`src/hdl/bfa_pkg.sv`:
```
`default_nettype none

package bfa_pkg;

	// item field widths
	localparam int unsigned CMD_W    = 2;
	localparam int unsigned FRAME_W  = 12;
	localparam int unsigned STATUS_W = 2;

	// configuration registers are 13 bits; effective frame counts never exceed 8191
	localparam int unsigned CNT_W     = 13;
	localparam int unsigned CFG_IDX_W = 1;

	// bitmap word geometry
	localparam int unsigned WORD_W = 32;
	localparam int unsigned BIT_W  = 5;

	// register indexes
	localparam logic [CFG_IDX_W-1:0] REG_FRAME_TOTAL = 1'd0;
	localparam logic [CFG_IDX_W-1:0] REG_RESERVED    = 1'd1;

	localparam logic [CNT_W-1:0] FRAME_TOTAL_RST = 13'd4096;
	localparam logic [CNT_W-1:0] RESERVED_RST    = 13'd0;

	// commands
	localparam logic [CMD_W-1:0] CMD_ALLOC = 2'd0;
	localparam logic [CMD_W-1:0] CMD_FREE  = 2'd1;
	localparam logic [CMD_W-1:0] CMD_QUERY = 2'd2;

	// status codes
	localparam logic [STATUS_W-1:0] ST_DONE     = 2'd0;
	localparam logic [STATUS_W-1:0] ST_FULL     = 2'd1;
	localparam logic [STATUS_W-1:0] ST_RANGE    = 2'd2;
	localparam logic [STATUS_W-1:0] ST_RESERVED = 2'd3;

	// which result the datapath captures
	typedef enum logic [2:0] {
		RES_FULL,
		RES_RANGE,
		RES_RESV,
		RES_LOOK,
		RES_ALLOC
	} res_sel_t;

	typedef struct packed {
		logic     clr_en;
		logic     ld_item;
		logic     rd_init;
		logic     rd_index;
		logic     scan_step;
		logic     wr_free;
		logic     wr_alloc;
		logic     res_load;
		res_sel_t res_sel;
		logic     out_load;
	} dp_cmd_t;

	typedef struct packed {
		logic clr_last;
		logic is_alloc;
		logic is_free;
		logic alloc_empty;
		logic idx_range;
		logic idx_resv;
		logic found;
		logic scan_last;
		logic out_free;
	} dp_status_t;

endpackage

`default_nettype wire

```
`src/hdl/bfa_ctrl.sv`:
```
`default_nettype none

module bfa_ctrl (
	input  wire                  clk,
	input  wire                  arst_n,
	input  wire                  req_valid,
	output logic                 req_ready,
	input  bfa_pkg::dp_status_t  st,
	output bfa_pkg::dp_cmd_t     cmd
);
	import bfa_pkg::*;

	typedef enum logic [5:0] {
		S_CLEAR    = 6'b000001,
		S_IDLE     = 6'b000010,
		S_DISPATCH = 6'b000100,
		S_LOOK     = 6'b001000,
		S_SCAN     = 6'b010000,
		S_DONE     = 6'b100000
	} state_t;

	state_t state_q, state_d;

	always_ff @(posedge clk or negedge arst_n) begin
		if (!arst_n) begin
			state_q <= S_CLEAR;
		end else begin
			state_q <= state_d;
		end
	end

	always_comb begin
		cmd       = '0;
		state_d   = state_q;
		req_ready = (state_q == S_IDLE);
		case (state_q)
			S_CLEAR: begin
				cmd.clr_en = 1'b1;
				if (st.clr_last) begin
					state_d = S_IDLE;
				end
			end
			S_IDLE: begin
				if (req_valid) begin
					cmd.ld_item = 1'b1;
					state_d     = S_DISPATCH;
				end
			end
			S_DISPATCH: begin
				if (st.is_alloc) begin
					if (st.alloc_empty) begin
						cmd.res_load = 1'b1;
						cmd.res_sel  = RES_FULL;
						state_d      = S_DONE;
					end else begin
						cmd.rd_init = 1'b1;
						state_d     = S_SCAN;
					end
				end else if (st.idx_range) begin
					cmd.res_load = 1'b1;
					cmd.res_sel  = RES_RANGE;
					state_d      = S_DONE;
				end else if (st.idx_resv) begin
					cmd.res_load = 1'b1;
					cmd.res_sel  = RES_RESV;
					state_d      = S_DONE;
				end else begin
					cmd.rd_index = 1'b1;
					state_d      = S_LOOK;
				end
			end
			S_LOOK: begin
				cmd.res_load = 1'b1;
				cmd.res_sel  = RES_LOOK;
				cmd.wr_free  = st.is_free;
				state_d      = S_DONE;
			end
			S_SCAN: begin
				if (st.found) begin
					cmd.wr_alloc = 1'b1;
					cmd.res_load = 1'b1;
					cmd.res_sel  = RES_ALLOC;
					state_d      = S_DONE;
				end else if (st.scan_last) begin
					cmd.res_load = 1'b1;
					cmd.res_sel  = RES_FULL;
					state_d      = S_DONE;
				end else begin
					cmd.scan_step = 1'b1;
				end
			end
			S_DONE: begin
				if (st.out_free) begin
					cmd.out_load = 1'b1;
					state_d      = S_IDLE;
				end
			end
			default: begin
				state_d = S_CLEAR;
			end
		endcase
	end

endmodule

`default_nettype wire

```
`config.mk`:
```
export PLATFORM = sky130hd
export DESIGN_NAME = bfa_ctrl
export DESIGN_NICKNAME = d
export VERILOG_FILES = /design/src/hdl/bfa_pkg.sv /design/src/hdl/bfa_ctrl.sv
export SDC_FILE = /design/constraint.sdc
export NUM_CORES = 1
export LEC_CHECK = 0
export BUFFER_PORTS_ARGS = -buffer_cell sky130_fd_sc_hd__buf_2
export CAP_MARGIN = 20
export CELL_PAD_IN_SITES_DETAIL_PLACEMENT = 1
export CELL_PAD_IN_SITES_GLOBAL_PLACEMENT = 1
export CORE_UTILIZATION = 29
export DETAILED_ROUTE_END_ITERATION = 16
export PLACE_DENSITY_LB_ADDON = 0.1
export SYNTH_ARGS = -nofsm -noshare
export SYNTH_HDL_FRONTEND = slang
export SYNTH_SLANG_ARGS = --single-unit
export TNS_END_PERCENT = 30
```
`constraint.sdc`:
```
create_clock -name clk -period 1.6 [get_ports clk]
set_clock_uncertainty 0.05 [all_clocks]
set_input_delay 0.08 -clock clk [delete_from_list [all_inputs] [get_ports clk]]
set_output_delay 0.08 -clock clk [all_outputs]
set_load 0.01 [all_outputs]
```
== Word level (Yosys, flattened, before mapping) ==
Index checks and enable logic that the tools add are counted.

* Eq/ne operators: 10
* Mux-type cells: 34
* Reduce and logical (&&, ||, !) cells: 1

{| class="wikitable"
|+ Operators with widths
! cell !! number
|-
| two-way mux 6 bit || 9
|-
| case mux 6 bit (6 select lines) || 1
|-
| two-way mux 4 bit || 6
|-
| two-way mux 1 bit || 16
|-
| case mux 4 bit (3 select lines) || 1
|-
| == test 6 x 1 -> 1 bit, second input constant || 1
|-
| == test 6 x 2 -> 1 bit, second input constant || 1
|-
| == test 6 x 3 -> 1 bit, second input constant || 1
|-
| == test 6 x 4 -> 1 bit, second input constant || 1
|-
| == test 6 x 5 -> 1 bit, second input constant || 1
|-
| == test 6 bit, second input constant || 1
|-
| != test 2 bit, second input constant || 3
|-
| AND reduction 4 bit || 1
|-
| != test 3 bit, second input constant || 1
|-
| two-way mux 2 bit || 1
|}

* Bits in registers: 6
* Input bits: 12
* Output and inout bits: 13
* Word-level logic and storage cells: 46

== Longest topological paths before layout ==
Gate-level depths: netlist (run 1).

* Word-level depth: 4
* Depth in mapped cells: 4
* Gate-level depth less buffers: 3

== Worst setup path before layout (run 1) ==
OpenSTA, ideal clock, no wires.

* Kind: register to output
* Start point: register state_q[2]
* End point: output port cmd[10] (netlist name)
* Data arrival time: 1,336 ps
* Required time: 1,470 ps
* Setup slack: 134 ps
* Cell stages (with the launch flop): 4
* Buffers on the path: 0
* Cell sequence: dfrtp_1 -> or4_1 -> nor2_2 -> and2_1

{| class="wikitable"
|+ RTL lines
! item !! line !! text
|-
| start, declared || bfa_ctrl.sv:22 || <nowiki>state_t state_q, state_d;</nowiki>
|-
| start signal, assigned || bfa_ctrl.sv:28 || <nowiki>state_q <= state_d;</nowiki>
|-
| end, declared || bfa_ctrl.sv:9 || <nowiki>output bfa_pkg::dp_cmd_t cmd</nowiki>
|}

==> run metrics, run 1 <==
status=finished with violations; failing checks=design-rule violations, negative setup slack; Synthesized Nets=68; CP required=1.47 ns; crit-path cells=or4_4, nor2_4, and2_4, buf_6; syn_area_per_cell=8.222 um^2; n_diodes=0; IO Count=25; max reg flops=6; via count=585; Max stage delay on crit path=slightly below 0.6 ns; commonest non-fill, non-tap cell in the layout=buf_2; Slew HR=0.7890; clock-pin slew on the worst setup and hold paths=0.05 ns; core area=1489 um^2; RR Startpoint=state_q[4]; Crit Path Max Fanout=5; Total Routing Usage GR=0.2055; overflow left after global routing=0; Synth Cell Area=460.4 um^2; met2 Track Usage GR=0.3531; Detailed Routing Iterations Pass 1=10; synthesis-stage register bit count=6; CP Capture Point=cmd[10]; peak supply drop=0.5526 mV; Final ANT Viol Nets=0; vias in the first global route=612; commonest non-fill, non-tap cells in the layout=buf_2, nor2_1, buf_4; Final Instance Area=about 760 um^2; drt via density=5.417; placed standard-cell area=615.6 um^2; hold slack=~0.037 ns; Post-synth ARST share=1.000; first-pass GRT wire length=2.677 mm; gr busiest metal=met2; HP Class=input port to flop; r2r endpoint=state_q[5]; CP startpoint=state_q[4]; CTS Buffer Depth=2; num rows=14; Inst Count DP=98; Tmin final=1.772 ns; initial antenna violation count=0; Largest Register=state_q; CTS buffer count=3; DP Wirelength=1.136 mm; Routed WL=~1.6 mm; PwrDens=1028 nW/um^2; Post-Layout Cell Count=between 100 and 150; pin count of the biggest net entering global routing=9; Starting Density=0.3092; Gate Count Post-Synth=56; reg2reg setup slack=0.03 ns; gpl congestion=0.7590; Setup WS post-layout=-0.1715 ns; share of cells above drive strength 1=0.5870; Main synth FF type=dfrtp_1; Layout area overhead=65.49%; H-tree Lvls=1; initial DRC count=9; Die Area=1751 um^2; unrepaired setup endpoints after global routing=true; grt met1 use=0.2384; Avg WL per Cell=15.25 um; sequential element share of the synthesized area=0.3288; clk root buf=clkbuf_4; final hold violations=0; critical path class=flop to primary output; YS warnings=0; drt drc=1; PortBufs=24; Tcrit/Tclk final=1.107; Finish-stage setup viols=9; die height=41.85 um; CP arrival=1.64 ns; clk_lat worst skew=approximately 0.24 ns; final slew viol count=0; Slowest cell on crit path=or4_4; CTS tree=yes; CP endpoint kind=primary output; leakage=~0.35 nW; Top Registers=state_q x6; met3 Usage GRT=0.04348; Max-Cap Viols=0; Peak Freq=0.5645 GHz; Reg2Reg Depth=4; CP startpoint kind=flop; clk sink count=6; worst-margin pin slew=~0.31 ns; Post-synth EDFFs=0; total design power=a little under 0.0008 W; Yosys cell types=32; chip width=41.85 um; Final Net Count=105
==> power breakdown <==
part	internal, W	total (W)	leakage [nW]	switching, W
clock network	0.0000945	0.000149	0.0150	0.0000545
logic	0.000192	0.000372	0.261	0.000181
registers	0.000193	0.000262	0.0744	0.0000689
total	0.000479	0.000783	0.351	0.000304
==> layer usage <==
| metal | vias up | part of all wire |
|---|---|---|
| met4 | 0 | 0.022 |
| met5 | - | 0 |
| li1 | 283 | - |
| met2 | 20 | 0.51 |
| met3 | 6 | 0.041 |
| met1 | 276 | 0.42 |
==> cell families (layout without fill, tap and decap cells) <==
kind of cell	after synthesis	count (layout)	share of synthesized area
AOI/OAI and AO/OA	13	13	0.2038
and+or+nand+nor	34	34	0.4348
buffers and inverters	3	39	0.03262
DFF	6	6	0.3288
==> worst max-delay path: cells and delay by family, from the launching register on <==
family | cells | cell delay [ns]
and+or+nand+nor | 3 | 0.88
DFF | 1 | 0.44
buffers and inverters | 1 | 0.09
==> worst min-delay path by stage <==
stage                 from    endpoint  slack [ns]  depth (start not counted)
floorplan           arst_n  state_q[1]       -0.27                          0
global placement    arst_n  state_q[3]       -0.14                          1
detailed placement  arst_n  state_q[2]       -0.14                          1
CTS                  st[1]  state_q[4]        0.02                          2
global route         st[1]  state_q[4]        0.04                          2
finish               st[1]  state_q[4]        0.04                          2
==> layout make-up <==
type                            instances  area [um^2]
Tap cell                               16        20.02
Timing Repair Buffer                   33        196.4
Inverter                                2        7.507
Sequential cell                         6        155.1
Fill cell                             194        726.9
Clock buffer                            4        26.28
Multi-Input combinational cell         47        356.6
==> per-stage QoR <==
| stage | utilization | setup slack, ns | setup TNS [ns] |
|---|---|---|---|
| 2_1_floorplan | - | 0.1337 | 0 |
| 3_3_place_gp | 0.4134 | 0.1086 | 0 |
| 3_5_place_dp | 0.4134 | 0.09803 | 0 |
| 4_1_cts | 0.4824 | -0.1054 | -0.6231 |
| 5_1_grt | 0.5118 | -0.2117 | -1.735 |
| 6_report | 0.5118 | -0.1715 | -0.7033 |
==> synthesized netlist by cell type, drive strengths merged (2+ instances only) <==
cell,instances,area [um^2]
nor2b,2,12.51
nor3,2,10.01
inv,2,7.510
dfrtp,5,125.1
a21oi,2,10.01
nor2,10,40.04
o21ai,2,10.01
nand2b,3,18.77
or3,3,23.77
and2,3,18.77
nand3b,2,15.01
or4,2,18.77
nand3,2,10.01
==> what timing repair did <==
item                       4_1_cts  5_1_grt
setup buffers                    3        2
resized for setup               13        7
hold endpoints to repair         6        0
gates cloned                     0        0
pin swaps                        3        5
setup endpoints to repair       13       13
hold buffers                     1        0
Note: power is estimated with default switching activity, not from simulation.
==> run 2, diff against run 1 <==
==> constraint.sdc (replaced) <==
create_clock -name clk -period 1.6 [get_ports clk]
set_clock_uncertainty 0.05 [all_clocks]
set_input_delay 0.16 -clock clk [delete_from_list [all_inputs] [get_ports clk]]
set_output_delay 0.16 -clock clk [all_outputs]
set_load 0.01 [all_outputs]
==> run 2 against run 1 <==
The flow finishes with violations (negative setup slack). Critical path type unchanged. Total power fell by 1.3%. Final cell count rose by 5.6%. Maximum frequency fell by 2.3%. First-iteration DRC count fell by 78%. Design area rose by 3.9%. Largest power group unchanged. Flip-flop and latch count did not move. Die area did not move. Worst setup slack got worse by 0.043 ns. Register-to-register slack got worse by 0.09 ns. Non-clock buffer count rose by 6. Highest routed layer unchanged.
==> run metrics, run 2 (synthesized netlist as in run 1, its figures left out) <==
final slew viol count=0 (unchanged); Crit Path Max Fanout=3 (was 5); IO Count=25 (unchanged); CP arrival=1.60 ns (was 1.64 ns); Clock power frac=0.204 (was 0.190); drt via density=5.325 (was 5.417); Largest Register=state_q (unchanged); core area=1489 um^2 (unchanged); initial antenna violation count=0 (unchanged); drt drc=0 (was 1); DP Wirelength=1.190 mm (was 1.136 mm); Tcrit/Tclk final=1.134 (was 1.107); Inst Count DP=102 (was 98); Max-Cap Viols=0 (unchanged); placed standard-cell area=645.6 um^2 (was 615.6 um^2); Sw Share=0.3885 (was 0.3884); commonest non-fill, non-tap cell in the layout=buf_2 (unchanged); CTS tree=yes (unchanged); status=finished with violations (unchanged); internal power=0.0004727 W (was 0.0004790 W); Routed WL=1.658 mm (was 1.647 mm); PortBufs=24 (unchanged); HP Class=input port to flop (unchanged); Final Instance Area=792.0 um^2 (was 762.0 um^2); via count=607 (was 585); hold slack=0.09120 ns (was 0.03664 ns); clk root buf=clkbuf_4 (unchanged); clock-pin slew on the worst setup and hold paths=0.05 ns (about the same); critical path class=flop to primary output (unchanged); Final ANT Viol Nets=0 (unchanged); share of cells above drive strength 1=0.5918 (was 0.5870); initial DRC count=2 (was 9); PwrDens=976.0 nW/um^2 (was 1028 nW/um^2); vias in the first global route=615 (was 612); Total Routing Usage GR=0.2053 (was 0.2055); die height=41.85 um (unchanged); H-tree Lvls=1 (unchanged); CTS buffer count=3 (unchanged); Die Area=1751 um^2 (unchanged); leakage=0.3795 nW (was 0.3508 nW); Finish-stage setup viols=14 (was 9); Final Net Count=111 (was 105); failing checks=negative setup slack (was design-rule violations, negative setup slack); CTS Buffer Depth=2 (unchanged); max reg flops=6 (unchanged); area of the multi-input gates=345.3 um^2 (was 356.6 um^2); combinational power share=0.491 (was 0.476); Slew HR=0.7547 (was 0.7890); fraction of power consumed by sequential logic=0.305 (was 0.334); Layout area overhead=72.01% (was 65.49%); worst-margin pin slew=0.3655 ns (was 0.3144 ns); grt met1 use=0.2350 (was 0.2384); Tmin final=1.814 ns (was 1.772 ns); pin count of the biggest net entering global routing=9 (unchanged); peak supply drop=0.7694 mV (was 0.5526 mV); register area=153.9 um^2 (was 155.1 um^2); Fill cells=196 (was 194); Sw Pwr=0.0003003 W (was 0.0003042 W); num rows=14 (unchanged); clk_lat worst skew=0.26 ns (was 0.24 ns); met3 Usage GRT=0.03913 (was 0.04348); Setup WS post-layout=-0.2141 ns (was -0.1715 ns); overflow left after global routing=0 (unchanged); CP startpoint kind=flop (unchanged); clk sink count=6 (unchanged); n_diodes=0 (unchanged); CP required=1.39 ns (was 1.47 ns); Starting Density=0.3092 (unchanged); chip width=41.85 um (unchanged); Detailed Routing Iterations Pass 1=4 (was 10); gpl congestion=0.7456 (was 0.7590); Peak Freq=0.5512 GHz (was 0.5645 GHz); commonest non-fill, non-tap cells in the layout=buf_2, buf_4, nor2_1 (was buf_2, nor2_1, buf_4); met2 Track Usage GR=0.3625 (was 0.3531); unrepaired setup endpoints after global routing=true (unchanged); CP endpoint kind=primary output (unchanged); reg2reg setup slack=-0.06 ns (was 0.03 ns); gr busiest metal=met2 (unchanged); Avg WL per Cell=14.54 um (was 15.25 um); Post-Layout Cell Count=114 (was 108); first-pass GRT wire length=2.649 mm (was 2.677 mm); Top Registers=state_q x6 (unchanged); final hold violations=0 (unchanged)
[run 2: changes by cell type in the layout (fill, tap and decap cells not counted), sizes merged]
cell  previous run  this run
buf             32        38
[run 2: through the flow]
stage | setup WS, ns | setup TNS [ns] | utilization | total power (W)
global route | -0.2741 | -2.833 | 0.5319 | 0.0008347
CTS | -0.2097 | -1.827 | 0.5101 | 0.0007635
global placement | 0.04422 | 0 | 0.4336 | 0.0005638
finish | -0.2141 | -1.707 | 0.5319 | 0.0007730
floorplan | 0.05365 | 0 | - | 0.0004168
detailed placement | 0.01312 | 0 | 0.4336 | 0.0005666
[run 2: per-layer routing]
metal | vias to the layer above | wire length, um
met5 | - | 0
met4 | 0 | 25
met3 | 4 | 58
met2 | 15 | 894
met1 | 291 | 680
li1 | 297 | -
[run 2: critical path: stages, from the launching register on]
cell     delay (ns)
dfrtp_1        0.41
or4_4          0.58
nor2_4         0.13
and2_1         0.12
buf_2          0.12
[run 2: worst paths after layout]
check,from,end,cells past startpoint
min in group asynchronous,arst_n,state_q[1],2
worst max register to register,state_q[2],state_q[1],8
worst min-delay path,st[1],state_q[4],2
worst min register to register,state_q[1],state_q[5],2
worst max-delay path,state_q[2],cmd[10],4
max in group asynchronous,arst_n,state_q[0],2
[run 2: area by class of cell]
class,count,share of cell area
multi-input combinational,47,0.4360
sequential,6,0.1943
inverter,2,0.009479
tap,16,0.02528
timing repair buffer,39,0.3017
clock buffer,4,0.03318
[run 2: timing repair]
action	4_1_cts	5_1_grt
setup buffers	6	1
hold buffers	1	0
endpoints found under the setup margin	13	15
cloned	0	0
resized for setup	11	6
pin swaps	1	2
endpoints found under the hold margin	6	0
[run 2: power by group through the flow]
| stage | Combinational (W) | Clock [W] | Sequential (W) |
|---|---|---|---|
| floorplan | 0.000186 | 0 | 0.000231 |
| global placement | 0.000330 | 0 | 0.000234 |
| detailed placement | 0.000333 | 0 | 0.000234 |
| CTS | 0.000367 | 0.000163 | 0.000234 |
| global route | 0.000418 | 0.000174 | 0.000243 |
| finish | 0.000379 | 0.000158 | 0.000236 |
==> run 3, diff against run 2 <==
--- a/config.mk
+++ b/config.mk
@@ -7,7 +7,7 @@
 export LEC_CHECK = 0
 export BUFFER_PORTS_ARGS = -buffer_cell sky130_fd_sc_hd__buf_2
 export CAP_MARGIN = 20
-export CELL_PAD_IN_SITES_DETAIL_PLACEMENT = 1
+export CELL_PAD_IN_SITES_DETAIL_PLACEMENT = 0
 export CELL_PAD_IN_SITES_GLOBAL_PLACEMENT = 1
 export CORE_UTILIZATION = 29
 export DETAILED_ROUTE_END_ITERATION = 16
==> run 3 against run 2 <==
The flow still finishes with violations (negative setup slack). Register-to-register slack better by 0.09 ns. Non-clock buffer count is 5 lower. Sequential power hardly changed. Core utilization is 3.0 points lower. Routed wire length is 18% lower. Maximum frequency is 0.32% higher. Global-route usage is 5.2 points lower. Die area stayed put. Design area is 5.7% lower. Total power is 1.2% lower.
==> run metrics, run 3 (synthesized netlist as in run 1, its figures left out) <==
initial antenna violation count=0 (unchanged); Avg WL per Cell=12.47 um (was 14.54 um); overflow left after global routing=0 (unchanged); H-tree Lvls=1 (unchanged); gpl congestion=0.7456 (unchanged); share of cells above drive strength 1=0.5269 (was 0.5918); drt via density=5.394 (was 5.325); DP Worst Slack=0.05581 ns (was 0.01312 ns); peak supply drop=0.8694 mV (was 0.7694 mV); Top Registers=state_q x6 (unchanged); Max stage delay on crit path=0.56 ns (was 0.58 ns); Largest Register=state_q (unchanged); HP Class=input port to flop (unchanged); met2 Track Usage GR=0.2531 (was 0.3625); n_diodes=0 (unchanged); area of the multi-input gates=332.8 um^2 (was 345.3 um^2); leakage=0.3557 nW (was 0.3795 nW); Routed WL=1.359 mm (was 1.658 mm); Setup WS post-layout=-0.2083 ns (was -0.2141 ns); critical path class=flop to primary output (unchanged); commonest non-fill, non-tap cells in the layout=buf_2, nor2_1, buf_4 (was buf_2, buf_4, nor2_1); via count=588 (was 607); hold slack=0.1095 ns (was 0.09120 ns); Max-Cap Viols=0 (unchanged); status=finished with violations (unchanged); grt met1 use=0.1951 (was 0.2350); clk sink count=6 (unchanged); CP arrival=1.60 ns (about the same); failing checks=negative setup slack (unchanged); Slowest cell on crit path=or4_4 (unchanged); Layout area overhead=62.23% (was 72.01%); Fill cells=142 (was 196); vias in the first global route=517 (was 615); die height=41.85 um (unchanged); commonest non-fill, non-tap cell in the layout=buf_2 (unchanged); Slew HR=0.8073 (was 0.7547); gr busiest metal=met2 (unchanged); clock-pin slew on the worst setup and hold paths=0.06 ns (was 0.05 ns); Peak Freq=0.5530 GHz (was 0.5512 GHz); worst-margin pin slew=0.2871 ns (was 0.3655 ns); clk_lat worst skew=0.25 ns (was 0.26 ns); DP Wirelength=954.6 um (was 1.190 mm); CP startpoint kind=flop (unchanged); CTS Buffer Depth=2 (unchanged); Tcrit/Tclk final=1.130 (was 1.134); CTS tree=yes (unchanged); met3 Usage GRT=0.04348 (was 0.03913); PwrDens=1022 nW/um^2 (was 976.0 nW/um^2); max reg flops=6 (unchanged); pin count of the biggest net entering global routing=9 (unchanged); drt drc=0 (unchanged); Final ANT Viol Nets=0 (unchanged); CP startpoint=state_q[5] (was state_q[2]); Crit Path Max Fanout=6 (was 3); CP required=1.39 ns (about the same); Tmin final=1.808 ns (was 1.814 ns); Total Routing Usage GR=0.1529 (was 0.2053); num rows=14 (unchanged); CTS buffer count=3 (unchanged); Die Area=1751 um^2 (unchanged); first-pass GRT wire length=2.076 mm (was 2.649 mm); Finish-stage setup viols=13 (was 14); final hold violations=0 (unchanged); Crit path max-delay family=simple AND/OR/NAND/NOR gates (unchanged); PortBufs=24 (unchanged); core area=1489 um^2 (unchanged); Buf+Inv Stages, Crit Path=1 (unchanged); clk root buf=clkbuf_4 (unchanged); unrepaired setup endpoints after global routing=true (unchanged); RR Startpoint=state_q[3] (was state_q[2]); IO Count=25 (unchanged); register area=152.6 um^2 (was 153.9 um^2); CP endpoint kind=primary output (unchanged); Detailed Routing Iterations Pass 1=4 (unchanged); crit-path cells=or4_4, nor2_4, and2_1, buf_2 (unchanged); min-delay src=st[1] (unchanged); initial DRC count=13 (was 2); chip width=41.85 um (unchanged); Starting Density=0.3092 (unchanged); Final Net Count=106 (was 111); final slew viol count=0 (unchanged)
==> run 3: what timing repair did <==
item                       in CTS  in global routing
buffers inserted                2                  0
pin swaps                       2                  7
gates resized for setup         5                  9
hold buffers                    1                  0
setup endpoints to repair      13                 13
hold endpoints to repair        6                  0
==> run 3: through the flow <==
step / instance area [um^2] / TNS (ns) / std cells / total power [W] / util
after global placement: 645.6 / 0 / 102 / 0.0005638 / 0.4336
after detailed placement: 645.6 / 0 / 102 / 0.0005564 / 0.4336
final: 747.0 / -1.425 / 109 / 0.0007637 / 0.5017
after CTS: 710.7 / -1.227 / 109 / 0.0007334 / 0.4773
after global routing: 747.0 / -2.551 / 109 / 0.0008223 / 0.5017
after floorplan: 460.4 / 0 / 56 / 0.0004168 / -
==> run 3: path summary, 6_finish.rpt <==
kind                       slack [ns]  cells after the start          to
min reg2reg                      0.68                      3  state_q[0]
max reg2reg                      0.03                      4  state_q[5]
min                              0.11                      2  state_q[4]
max in group asynchronous        1.05                      2  state_q[0]
min in group asynchronous        0.21                      2  state_q[1]
max                             -0.21                      4     cmd[10]
==> run 3: power breakdown <==
group,internal [W],leakage [nW],switching [W]
sequential,0.000190,0.0774,0.0000477
combinational,0.000194,0.263,0.000178
clock,0.0000947,0.0150,0.0000590
total,0.000479,0.356,0.000285
==> run 3: worst reg2reg max path, cell delays in order, from the launching register on <==
cell      delay [ns]
dfrtp_1         0.44
buf_6           0.15
or3b_4          0.41
or3_1           0.33
o211ai_1        0.11
==> run 3: routing by layer <==
layer | wire, um | up-vias | part of all wire
li1 | - | 287 | -
met1 | 606 | 271 | 0.45
met2 | 662 | 26 | 0.49
met3 | 56 | 4 | 0.041
met4 | 34 | 0 | 0.025
met5 | 0 | - | 0
==> run 3: final cells by class <==
| cell class | count | area share |
|---|---|---|
| timing repair buffer | 34 | 0.2781 |
| inverter | 2 | 0.01005 |
| sequential | 6 | 0.2044 |
| clock buffer | 4 | 0.03518 |
| tap | 16 | 0.02680 |
| multi-input combinational | 47 | 0.4456 |
